<file path="src/sv/ppsd_pkg.sv">
// Shared types and constants of the point-to-polygon signed distance block.
package ppsd_pkg;

  localparam int IN_FIELD_W = 32;
  localparam int IN_DATA_W  = 6 * IN_FIELD_W;
  localparam int DSQ_W      = 64;
  localparam int SQ_W       = DSQ_W + 2;
  localparam int ROOT_W     = DSQ_W / 2;
  localparam int SD_W       = ROOT_W + 1;
  localparam int OUT_DATA_W = 40;
  localparam int OUT_USER_W = 2;

  // One measured edge handed from the front to the accumulator.
  typedef struct packed {
    logic [DSQ_W-1:0] dsq;
    logic             dsat;
    logic             toggle;
    logic             first;
    logic             last;
  } ppsd_item_t;

endpackage

</file>
<file path="src/sv/ppsd_back.sv">
// Accumulator: parity and running minimum, square root and result register.
module ppsd_back import ppsd_pkg::*; (
  input  logic                  clk,
  input  logic                  rst_n,
  input  logic                  q_valid,
  output logic                  q_ready,
  input  ppsd_item_t            q_item,
  output logic                  out_tvalid,
  input  logic                  out_tready,
  output logic [OUT_DATA_W-1:0] out_tdata,
  output logic [OUT_USER_W-1:0] out_tuser
);

  typedef enum logic [2:0] {
    B_ACC  = 3'b001,
    B_ROOT = 3'b010,
    B_HOLD = 3'b100
  } bstate_t;

  bstate_t bstate_r;
  logic [DSQ_W-1:0] min_r, base_min, new_min;
  logic             par_r, sat_r, base_par, base_sat, new_par, new_sat;
  logic [DSQ_W-1:0] rv_r, res_r, rbit_r, trial;
  logic             rpar_r, rsat_r;
  logic             out_valid_r;
  logic [SD_W-1:0]  sd_r, mag;
  logic             in_r, sf_r;
  logic             load_out;

  assign q_ready = (bstate_r == B_ACC);

  always_comb begin
    base_min = q_item.first ? '1 : min_r;
    base_par = q_item.first ? 1'b0 : par_r;
    base_sat = q_item.first ? 1'b0 : sat_r;
    new_par  = base_par ^ q_item.toggle;
    new_min  = base_min;
    new_sat  = base_sat;
    if (q_item.dsq < base_min) begin
      new_min = q_item.dsq;
      new_sat = q_item.dsat;
    end else if (q_item.dsq == base_min) begin
      new_sat = base_sat | q_item.dsat;
    end
  end

  assign trial    = res_r + rbit_r;
  assign load_out = (bstate_r == B_HOLD) && (!out_valid_r || out_tready);
  assign mag      = {1'b0, res_r[ROOT_W-1:0]};

  always_ff @(posedge clk) begin
    if (!rst_n) begin
      bstate_r    <= B_ACC;
      min_r       <= '1;
      par_r       <= 1'b0;
      sat_r       <= 1'b0;
      out_valid_r <= 1'b0;
    end else begin
      if (load_out) out_valid_r <= 1'b1;
      else if (out_tready) out_valid_r <= 1'b0;
      case (bstate_r)
        B_ACC: begin
          if (q_valid) begin
            min_r <= new_min;
            par_r <= new_par;
            sat_r <= new_sat;
            if (q_item.last) begin
              rv_r     <= new_min;
              res_r    <= '0;
              rbit_r   <= DSQ_W'(1) << (DSQ_W - 2);
              rpar_r   <= new_par;
              rsat_r   <= new_sat;
              bstate_r <= B_ROOT;
            end
          end
        end
        B_ROOT: begin
          // One root bit per cycle.
          if (rv_r >= trial) begin
            rv_r  <= rv_r - trial;
            res_r <= (res_r >> 1) + rbit_r;
          end else begin
            res_r <= res_r >> 1;
          end
          rbit_r <= rbit_r >> 2;
          if (rbit_r[0]) bstate_r <= B_HOLD;
        end
        B_HOLD: begin
          if (load_out) begin
            sd_r     <= rpar_r ? mag : -mag;
            in_r     <= rpar_r;
            sf_r     <= rsat_r;
            bstate_r <= B_ACC;
          end
        end
        default: bstate_r <= B_ACC;
      endcase
    end
  end

  assign out_tvalid = out_valid_r;
  assign out_tdata  = OUT_DATA_W'(sd_r);
  assign out_tuser  = {sf_r, in_r};

endmodule

</file>
<file path="config.mk">
export PLATFORM = sky130hd
export DESIGN_NAME = ppsd_back
export DESIGN_NICKNAME = d
export VERILOG_FILES = /design/src/sv/ppsd_pkg.sv /design/src/sv/ppsd_back.sv
export SDC_FILE = /design/constraint.sdc
export NUM_CORES = 1
export LEC_CHECK = 0
export ABC_AREA = 1
export BUFFER_PORTS_ARGS = -buffer_cell sky130_fd_sc_hd__buf_4
export CAP_MARGIN = 20
export CELL_PAD_IN_SITES_DETAIL_PLACEMENT = 1
export CELL_PAD_IN_SITES_GLOBAL_PLACEMENT = 1
export CORE_MARGIN = 2
export CORE_UTILIZATION = 45
export DETAILED_ROUTE_END_ITERATION = 8
export PLACE_DENSITY_LB_ADDON = 0.08
export SLEW_MARGIN = 15
export SYNTH_ARGS = -nofsm -noshare
export SYNTH_HDL_FRONTEND = slang
export SYNTH_SLANG_ARGS = --single-unit
export TNS_END_PERCENT = 5
</file>
<file path="constraint.sdc">
create_clock -name clk -period 10.9 [get_ports clk]
set_clock_uncertainty 0.15 [all_clocks]
set_input_delay 0.545 -clock clk [delete_from_list [all_inputs] [get_ports clk]]
set_output_delay 0.545 -clock clk [all_outputs]
set_load 0.02 [all_outputs]
</file>
==> results.json <==
{
  "dp_cells": 5182,
  "reg2reg_setup_slack_ns": 4.69,
  "antenna_found_initial": 0,
  "crit_start": "res_r[22]",
  "crit_top_cell": "nand2_1",
  "drc_errors": 0,
  "syn_inst": 4395,
  "cts_resized": 0,
  "cp.arrival_ns": 6.25,
  "synth_area_per_cell_um2": 6.206,
  "place.gp.congestion": 0.9843,
  "crit_path_start_kind": "flop",
  "worstSetupEndpoint": "rv_r[61]",
  "timing.fmax_ghz": 0.1610,
  "cap_violations": 0,
  "start_util_pct": 45.36,
  "reg2reg_depth": 20,
  "h-tree-depth": 2,
  "cts_setup_buffers": 0,
  "ys_top_cells_by_count": "nand2_1 (1,448), inv_1 (635), nor2_1 (472), nand3_1 (384), a21oi_1 (275)",
  "synth_top_area_share_pct": 21.69,
  "nFillCells": 8348,
  "worst-setup-path-type": "reg -> reg",
  "viasPerCell": 5.534,
  "num_vias": 29060,
  "die_w_um": 250.2,
  "grt_pass1_wl_um": 166500,
  "p_leak_nw": 14.40,
  "ys_ff_latch": 267,
  "dpl.hpwl_um": 86890,
  "drt.antenna.violating_nets": 0,
  "first_pass_iters": 5,
  "ys_seq_area_share_pct": 26.82,
  "cts_max_path_buffers": 3,
  "crit_buf_inv": 2,
  "critPathCaptureType": "flop",
  "drt_iter0_drc": 1847,
  "area_growth_pct": 9.325,
  "core.rowCount": 90,
  "worst_hold_slack_ns": 0.07543,
  "fin_util_pct": 49.59,
  "slew_viol_final": 0,
  "cts_tree": "done",
  "grt_use_total_pct": 34.06,
  "ys_types": 52,
  "status": "finished clean",
  "max_stage_delay_ns": 0.72,
  "finalSetupViolations": 0,
  "numCtsBuffers": 37,
  "io_buffers": 108,
  "power_density_nw_per_um2": 304.0,
  "clock_tree.root_cell": "clkbuf_16",
  "fin_area_um2": 29820,
  "crit_family": "simple AND/OR/NAND/NOR gates",
  "synthArstFlopShare_pct": 0,
  "finalPower_mw": 9.065,
  "cp_cell_sequence": "ha_1, nand2_1, o21ai_0, nand2_1, o21ai_0, a21oi_1, o21ai_2, nand3_1, nand3b_1, nand2_1, ha_1, nand2_1, nor2_1, nand2_1, nor3_2, nand2_4, nand2_8, o21ai_0, inv_2, buf_4",
  "grt_max_degree": 82,
  "die_area_um2": 62600,
  "min_period_ns": 6.213,
  "cts.sinks": 267,
  "die_h_um": 250.2,
  "clkTransAtPathRegs_ns": 0.06,
  "layout-drive-gt1-share_pct": 4.902,
  "grt_pass1_vias": 29940,
  "drt-total-wl_um": 107900,
  "cpMaxStageDelayCell": "buf_4",
  "critPathMaxFanout": 64,
  "synth_top_area_cell": "edfxtp_1",
  "relSlewSlack_pct": 29.26,
  "fin_nets": 4707,
  "grt.overflow.total": 0,
  "synth_area_um2": 27280,
  "num_antenna_cells": 0,
  "wl_per_cell_um": 20.55,
  "setup-tns-final_ns": 0,
  "r2r-start": "res_r[22]",
  "insertion_delay_ns": 0.59,
  "yosysMostFrequentCell": "nand2_1",
  "crit_required_ns": 10.93,
  "core_um2": 60130,
  "io-pin-count": 116,
  "synth_area_leaders": "edfxtp_1 (22%), nand2_1 (20%), ha_1 (8.9%), inv_1 (8.7%), nand3_1 (7.0%)",
  "fin_crit_sh_pct": 57.00,
  "holdBufCountCts": 0,
  "rsz0062_at_grt": "false",
  "setup_ws_ns": 4.687,
  "yosysWarnings": 0,
  "worst_pin_slew_ns": 1.059,
  "post-place-ws_ns": 4.808,
  "finalNonFillerCells": 5250,
  "worstHoldPathType": "in -> reg",
  "reg2reg_to": "rv_r[61]",
  "placed_area_um2": 28630,
  "hold_viol": 0,
  "path_depth": 20,
  "synthFlopType": "edfxtp_1",
  "synth_edf_count": 197,
  "ir_worst_vdd_uv": 145.6
}
[routing by layer]
metal / vias to the layer above / GRT usage [%] / wire [um]
met5: - / 0 / 0
met4: 0 / 14.63 / 5092
met3: 220 / 2.879 / 4034
met2: 689 / 59.83 / 52030
met1: 13920 / 42.75 / 46740
li1: 14230 / - / -
[layout make-up]
cell class              count  area (um^2)  area share (%)
inverters                 639         2404           8.060
flip-flops and latches    267         7317           24.54
clock inverters            16        142.6          0.4783
repair buffers            124        930.9           3.122
multi-input cells        3370        17000           57.02
clock buffers              52         1045           3.503
well taps                 782        978.4           3.281
[sequential cells by signal (all words and copies together) (netlist names), 3 cells and up]
name / cells
bstate_r: 3
res_r: 64
sd_r: 33
rv_r: 64
min_r: 64
rbit_r: 32
[worst min path at each step]
stage,end,from,cells after the start
after floorplan,sf_r,rsat_r,0
after global placement,sf_r,rsat_r,0
after detailed placement,sf_r,rsat_r,0
after CTS,bstate_r[0],rst_n,2
after global routing,bstate_r[0],rst_n,2
final,bstate_r[0],rst_n,2
[where the power goes]
part / total (mW) / leakage, nW / switching, mW / internal (mW)
combinational: 5.99 / 11.4 / 4.13 / 1.85
clock: 1.22 / 0.574 / 0.519 / 0.700
sequential: 1.86 / 2.42 / 0.370 / 1.49
total: 9.06 / 14.4 / 5.02 / 4.04
[cell families (layout without fill, tap and decap cells)]
group / after synthesis / after routing / synth area share [%]
xor+xnor: 137 / 137 / 4.399
buf+inv: 764 / 831 / 11.08
flops: 267 / 267 / 26.82
compound gates: 528 / 528 / 10.35
simple gates: 2502 / 2502 / 38.32
other cells: 1 / 7 / 0.01375
fa+ha+maj: 196 / 196 / 9.018
[cell usage in the layout (no fill, tap or decap), types with 63 or more instances in the layout]
master,synthesis,final
a21oi_1,275,275
nand3b_1,63,63
nand3_1,384,384
buf_4,16,124
nand2_1,1448,1446
xnor2_1,68,68
o21ai_0,163,163
xor2_1,69,69
nor2_1,472,470
dfxtp_1,70,70
edfxtp_1,197,197
inv_1,635,632
ha_1,195,195
Power figures use the tool's default switching activity.
