**src/sv/ppsd_pkg.sv**
```systemverilog
// Shared types and constants of the point-to-polygon signed distance block.
package ppsd_pkg;

  localparam int IN_FIELD_W = 32;
  localparam int IN_DATA_W  = 6 * IN_FIELD_W;
  localparam int DSQ_W      = 64;
  localparam int SQ_W       = DSQ_W + 2;
  localparam int ROOT_W     = DSQ_W / 2;
  localparam int SD_W       = ROOT_W + 1;
  localparam int OUT_DATA_W = 40;
  localparam int OUT_USER_W = 2;

  // One measured edge handed from the front to the accumulator.
  typedef struct packed {
    logic [DSQ_W-1:0] dsq;
    logic             dsat;
    logic             toggle;
    logic             first;
    logic             last;
  } ppsd_item_t;

endpackage

```
**src/sv/ppsd_queue.sv**
```systemverilog
// Two-entry queue between the edge front end and the accumulator.
module ppsd_queue import ppsd_pkg::*; (
  input  logic       clk,
  input  logic       rst_n,
  input  logic       wr_valid,
  output logic       wr_ready,
  input  ppsd_item_t wr_item,
  output logic       rd_valid,
  input  logic       rd_ready,
  output ppsd_item_t rd_item
);

  ppsd_item_t mem_r [2];
  logic       wptr_r, rptr_r;
  logic [1:0] cnt_r;
  logic       do_wr, do_rd;

  assign wr_ready = (cnt_r != 2'd2);
  assign rd_valid = (cnt_r != 2'd0);
  assign rd_item  = mem_r[rptr_r];
  assign do_wr    = wr_valid && wr_ready;
  assign do_rd    = rd_valid && rd_ready;

  always_ff @(posedge clk) begin
    if (do_wr) mem_r[wptr_r] <= wr_item;
  end

  always_ff @(posedge clk) begin
    if (!rst_n) begin
      wptr_r <= 1'b0;
      rptr_r <= 1'b0;
      cnt_r  <= 2'd0;
    end else begin
      if (do_wr) wptr_r <= ~wptr_r;
      if (do_rd) rptr_r <= ~rptr_r;
      case ({do_wr, do_rd})
        2'b10:   cnt_r <= cnt_r + 2'd1;
        2'b01:   cnt_r <= cnt_r - 2'd1;
        default: cnt_r <= cnt_r;
      endcase
    end
  end

endmodule

```
**config.mk**
```make
export PLATFORM = sky130hd
export DESIGN_NAME = ppsd_queue
export DESIGN_NICKNAME = d
export VERILOG_FILES = /design/src/sv/ppsd_pkg.sv /design/src/sv/ppsd_queue.sv
export SDC_FILE = /design/constraint.sdc
export NUM_CORES = 1
export LEC_CHECK = 0
export BUFFER_PORTS_ARGS = -buffer_cell sky130_fd_sc_hd__buf_2
export CAP_MARGIN = 10
export CORE_AREA = 2 2 114 116
export DETAILED_ROUTE_END_ITERATION = 10
export DIE_AREA = 0 0 116 118
export PLACE_DENSITY_LB_ADDON = 0.2
export SLEW_MARGIN = 10
export SYNTH_ARGS = -nofsm -noshare
export SYNTH_HDL_FRONTEND = slang
export SYNTH_SLANG_ARGS = --single-unit
```
**constraint.sdc**
```tcl
create_clock -name clk -period 5.3 [get_ports clk]
set_clock_uncertainty 0.15 [all_clocks]
set_input_delay 0 -clock clk [delete_from_list [all_inputs] [get_ports clk]]
set_output_delay 0 -clock clk [all_outputs]
set_load 0.01 [all_outputs]
```
==> results of run 1 <==
sequential cells by signal, summed over array words and instances (netlist names), named ones only:
signal,count
cnt_r,2
wptr_r,1
mem_r,136
rptr_r,1
worst max path at each step:
stage | start | cells past startpoint | endpoint | slack [ns]
after floorplan | cnt_r[0]$_SDFFE_PN0P_ | 2 | mem_r[1][0]$_DFFE_PP_ | 2.42
after global placement | cnt_r[0]$_SDFFE_PN0P_ | 4 | mem_r[0][56]$_DFFE_PP_ | 3.12
after detailed placement | cnt_r[0]$_SDFFE_PN0P_ | 4 | mem_r[0][51]$_DFFE_PP_ | 3.05
after CTS | cnt_r[0]$_SDFFE_PN0P_ | 4 | mem_r[0][63]$_DFFE_PP_ | 3.03
after global routing | cnt_r[0]$_SDFFE_PN0P_ | 4 | mem_r[0][10]$_DFFE_PP_ | 2.88
final | cnt_r[0]$_SDFFE_PN0P_ | 4 | mem_r[0][66]$_DFFE_PP_ | 3.04
what timing repair did:
| action | CTS | global route |
|---|---|---|
| hold buffers | 71 | 0 |
| resized for setup | 0 | 0 |
| hold endpoints to repair | 151 | 0 |
synth_stat cells (all sizes together):
| cell type | instances |
|---|---|
| xnor2 | 3 |
| or2 | 1 |
| buf | 8 |
| nand3b | 1 |
| and2 | 1 |
| a21boi | 2 |
| edfxtp | 136 |
| nand2b | 1 |
| o21a | 1 |
| nor2b | 2 |
| ha | 1 |
| inv | 1 |
| dfxtp | 5 |
| o21ai | 1 |
| and3 | 1 |
| mux2 | 68 |
| or3 | 1 |
| a21bo | 1 |
| nand2 | 1 |
report_power, final:
part	switching, W	internal, W	total, W
Clock	0.000406	0.000675	0.00108
Combinational	0.000341	0.000399	0.000741
Sequential	0.000114	0.00141	0.00153
metrics by stage:
step                      cell area [sq um]  std cells  setup slack, ns  total power [W]
after floorplan                        5144        236            2.417         0.001992
after global placement                 6022        542            3.120         0.002256
after detailed placement               6022        542            3.047         0.002269
after CTS                              7279        645            3.034         0.003404
after global routing                   7279        645            2.877         0.003525
final                                  7279        645            3.044         0.003348
logic make-up after synthesis:
| family | count (synthesis) | share of synthesized area |
|---|---|---|
| DFF | 141 | 0.8134 |
| muxes | 68 | 0.1489 |
| buffers and inverters | 9 | 0.01216 |
| and+or+nand+nor | 9 | 0.01071 |
| AOI/OAI and AO/OA | 5 | 0.007298 |
| xor gates and xnor gates | 3 | 0.005109 |
| adders and majority gates | 1 | 0.002432 |
layer usage:
layer | vias up | routed length [um]
met3 | 14 | 581
met1 | 1376 | 3772
met4 | 0 | 185
met5 | - | 0
li1 | 1382 | -
met2 | 94 | 4887
worst max-delay path: cells and delay by family, from the launching register on:
family / cells / cell delay (ns)
AND/OR/NAND/NOR: 2 / 0.37
buffers and inverters: 2 / 0.88
flip-flops: 1 / 0.40
layout make-up:
| class | instances | area, sq um |
|---|---|---|
| Fill cell | 994 | 5135 |
| Sequential cell | 141 | 4188 |
| Timing Repair Buffer | 213 | 1424 |
| Multi-Input combinational cell | 86 | 902.1 |
| Clock buffer | 24 | 481.7 |
| Tap cell | 172 | 215.2 |
| Clock inverter | 8 | 65.06 |
| Inverter | 1 | 3.754 |
==> metrics.txt, run 1 <==
run status finished clean; CP endpoint kind flip-flop; #FFs+latches synth roughly 140; die area around 0.014 sq mm; Worst R2R Path Depth 4; yosys warns 0; final WL about 9.4 mm; nets roughly 530; # H-tree levels 4; TritonCTS clock tree yes; Placer Congestion about 0.7; Synth top area share 0.7940; GR Overflow Total 0; final period utilization 0.4256; initial antenna violation count 0; Routed Antenna Nets 0; Worst Tran Pin Value approximately 0.97 ns; Synth cell types 21; Final min period 2.256 ns; Syn Nets 309; Starting Density 0.4143; worst hold path class in2reg; clock buffer depth 2; Root Driver clkbuf_16; TritonCTS Buffers 17; GR Util met2 0.2361; RSZ-0062 raised after global routing false; hold path cells 2; vias in the first global route 2959; critical path type reg2reg; setup bufs post-CTS 0; Die X 116 um; Worst EP required about 5.2 ns; Area contributors post-synth edfxtp_1, mux2_2, dfxtp_1, buf_6, xnor2_1; IO buf count ~140; pin count of the biggest net entering global routing between 60 and 70; CTS clk-pin slew, worst paths 0.06 ns; final setup vio count 0; # DRC 0; Critical R2R Capture mem_r[0][66]$_DFFE_PP_; commonest non-fill, non-tap cells in the layout buf_2, edfxtp_1, dlygate4sd3_1, mux2_2, clkbuf_16; CP arrival roughly 2.1 ns; layout cells sized above 1 0.5095; reg2reg setup slack between 3 and 4 ns; gr busiest metal met2; Worst path max stage delay ~0.66 ns; met3 Usage GRT 0.06025; post-synthesis cell count 236; sequential area share after synthesis 0.8134; startpoint types flip-flop; hold_ws between 0.15 and 0.2 ns; max-slew violation count 0; first-pass GRT wire length ~14 mm; Clock Sinks 141; met1 Usage GRT 0.1544; Hold Path End mem_r[0][36]$_DFFE_PP_; DR WL/cell approximately 15 um; initial drt markers 162; clk_lat worst skew between 0.4 and 0.5 ns; crit-path cells nand2b_1 -> nand3b_1 -> inv_2 -> buf_4; Final Hold Fails 0; die height 118 um; largest area contributor in the netlist edfxtp_1; ant diodes 0; routed vias approximately 2.9k; synthesized area per cell roughly 22 sq um; Core ar. ~0.012 sq mm; Site Rows approximately 40; max-cap violation count 0; max_slew headroom 0.3549; most common cell after layout, fill and taps aside buf_2; Area Growth Syn to Fin 41.52%; Fin Setup TNS 0 ns; HP Start wr_item[36]; R2R Path Start cnt_r[0]$_SDFFE_PN0P_; Worst Path Max Fanout between 50 and 60; Detailed Place HPWL approximately 5.3 mm; highest clock rate 0.4433 GHz; Top Ports 142; Worst IR Drop VDD 0.0003394 V; DR pass1 iterations 4; Syn Std Cell Area 0.005144 sq mm; Vias/cell 4.443; Pleak 2.739 nW; PD cells 459.9 mW/mm^2; slowest CP cell buf_4; total global-route track usage 0.1427; post-layout util 0.5864
No activity file was read; power rests on OpenSTA's default activity.
==> run 2, diff against run 1 <==
==> constraint.sdc (replaced) <==
create_clock -name clk -period 1.9 [get_ports clk]
set_clock_uncertainty 0.15 [all_clocks]
set_input_delay 0 -clock clk [delete_from_list [all_inputs] [get_ports clk]]
set_output_delay 0 -clock clk [all_outputs]
set_load 0.01 [all_outputs]
==> run 2 against run 1 <==
  * Flip-flop and latch count did not move
  * First-iteration DRC count fell by 3.7%
  * Routed wire length rose by 4.7%
  * Combinational power rose to 3.3 times the previous value
  * Critical path type is now reg2out
  * Largest cell class unchanged
==> metrics.txt, run 2 (synthesis results as in run 1) <==
final setup vio count 0 (unchanged); Area Growth Syn to Fin 44.37% (was 41.52%); PD cells 1288 mW/mm^2 (was 459.9 mW/mm^2); max reg flops 136 (unchanged); HP Start wr_item[4] (was wr_item[36]); Die X 116 um (unchanged); Crit path max-delay family flip-flops (was buffers and inverters); post-layout util 0.5982 (was 0.5864); TritonCTS Buffers 17 (unchanged); max-slew violation count 0 (unchanged); Worst IR Drop VDD 0.0009638 V (was 0.0003394 V); first-pass GRT wire length 14.99 mm (was 14.30 mm); CP endpoint kind primary output (was flip-flop); Reg with most FFs mem_r (unchanged); Worst Tran Pin Value 0.2248 ns (was 0.9677 ns); WP buf/inv 2 (unchanged); Site Rows 41 (unchanged); Vias/cell 4.583 (was 4.443); Top Ports 142 (unchanged); highest clock rate approximately 0.56 GHz; clk_lat worst skew 0.40 ns (was 0.41 ns); RSZ-0062 raised after global routing false (unchanged); CTS clk-pin slew, worst paths 0.05 ns (was 0.06 ns); IO buf count 141 (unchanged); # H-tree levels 4 (unchanged); final WL 9.867 mm (was 9.427 mm); max_slew headroom 0.8501 (was 0.3549); met3 Usage GRT 0.05252 (was 0.06025); Clock Sinks 141 (unchanged); run status finished clean (unchanged); die height 118 um (unchanged); most common cell after layout, fill and taps aside buf_2 (unchanged); Detailed Place HPWL 5.962 mm (was 5.324 mm); startpoint types flip-flop (unchanged); initial drt markers 156 (was 162); R2R Path Start cnt_r[1]$_SDFFE_PN0P_ (was cnt_r[0]$_SDFFE_PN0P_); GR Util met2 0.2515 (was 0.2361); critical path type reg2out (was reg2reg); vias in the first global route 3092 (was 2959); pin count of the biggest net entering global routing 38 (was 69); TritonCTS clock tree yes (unchanged); Final Hold Fails 0 (unchanged); ant diodes 0 (unchanged); Core ar. 0.01241 sq mm (unchanged); gr busiest metal met2 (unchanged); die area 0.01369 sq mm (unchanged); Worst Path Max Fanout 11 (was 58); clock buffer depth 2 (unchanged); GR Overflow Total 0 (unchanged); max-cap violation count 0 (unchanged); DR WL/cell 15.13 um (was 14.62 um); Worst path max stage delay 0.47 ns (was 0.66 ns); Starting Density 0.4143 (unchanged); total global-route track usage 0.1488 (was 0.1427); # DRC 0 (unchanged); Final min period 1.773 ns; worst hold path class in2reg (unchanged); crit-path cells buf_4 -> mux2_2 -> buf_2 (was nand2b_1 -> nand3b_1 -> inv_2 -> buf_4); slowest CP cell dfxtp_4 (was buf_4); Worst EP required 1.75 ns (was 5.18 ns); DR pass1 iterations 4 (unchanged); routed vias 2988 (was 2866); CP arrival 1.62 ns (was 2.14 ns); layout cells sized above 1 0.5125 (was 0.5095); commonest non-fill, non-tap cells in the layout buf_2, edfxtp_1, dlygate4sd3_1, mux2_2, clkbuf_16 (unchanged); nets 541 (was 533); hold_ws 0.1598 ns (was 0.1558 ns); Routed Antenna Nets 0 (unchanged); Root Driver clkbuf_16 (unchanged); Pleak 2.787 nW (was 2.739 nW); Placer Congestion 0.6847 (was 0.6971); final period utilization 0.9330; top flop regs mem_r (136), cnt_r (2) (unchanged); met1 Usage GRT 0.1674 (was 0.1544); initial antenna violation count 0 (unchanged)
==> run 2: final timing paths <==
kind                            cells after the start                    end  slack [ns]
worst max-delay path                                3             rd_item[9]        0.13
worst max register to register                      4              flip-flop        0.25
worst min register to register                      2    rptr_r$_SDFFE_PN0P_        0.39
worst min-delay path                                2  mem_r[0][4]$_DFFE_PP_        0.16
==> run 2: final cells by class <==
class / instances / area [sq um]
fillers: 1009 / 4989
flip-flops and latches: 141 / 4189
repair buffers: 221 / 1565
multi-input cells: 86 / 909.6
inverters: 1 / 7.507
clock inverters: 10 / 98.84
clock buffers: 21 / 440.4
well taps: 172 / 215.2
==> run 2: timing repair <==
action,CTS,global route
hold endpoints to repair,141,0
resized for setup,0,0
hold buffers,72,0
setup endpoints to repair,11,0
setup buffers,1,0
==> run 2: power by group <==
group          switching (W)  leakage [nW]  internal, W
Combinational        0.00118          1.22      0.00128
Sequential          0.000160          1.31      0.00393
Clock                0.00112         0.255      0.00189
==> run 2: metrics by stage <==
stage,total power [W],setup WS (ns),area [sq um],instances,setup TNS [ns]
after floorplan,0.005569,-0.2681,5157,236,-24.93
after global placement,0.006471,0.3324,6155,548,0
after detailed placement,0.006501,0.2806,6155,548,0
after CTS,0.009699,0.08709,7426,652,0
after global routing,0.01002,0.04501,7426,652,0
final,0.009565,0.1273,7426,652,0
==> run 2: worst reg2reg max path: stages (launching register included) <==
cell	delay (ns)
dfxtp_1	0.35
o21a_1	0.23
xnor2_1	0.20
nor2b_1	0.06
dlygate4sd3_1	0.54
==> run 2: layer usage <==
| metal | routed length [um] | part of all wire |
|---|---|---|
| met3 | 553 | 0.056 |
| met1 | 4049 | 0.41 |
| met5 | 0 | 0 |
| met2 | 5118 | 0.52 |
| met4 | 146 | 0.015 |
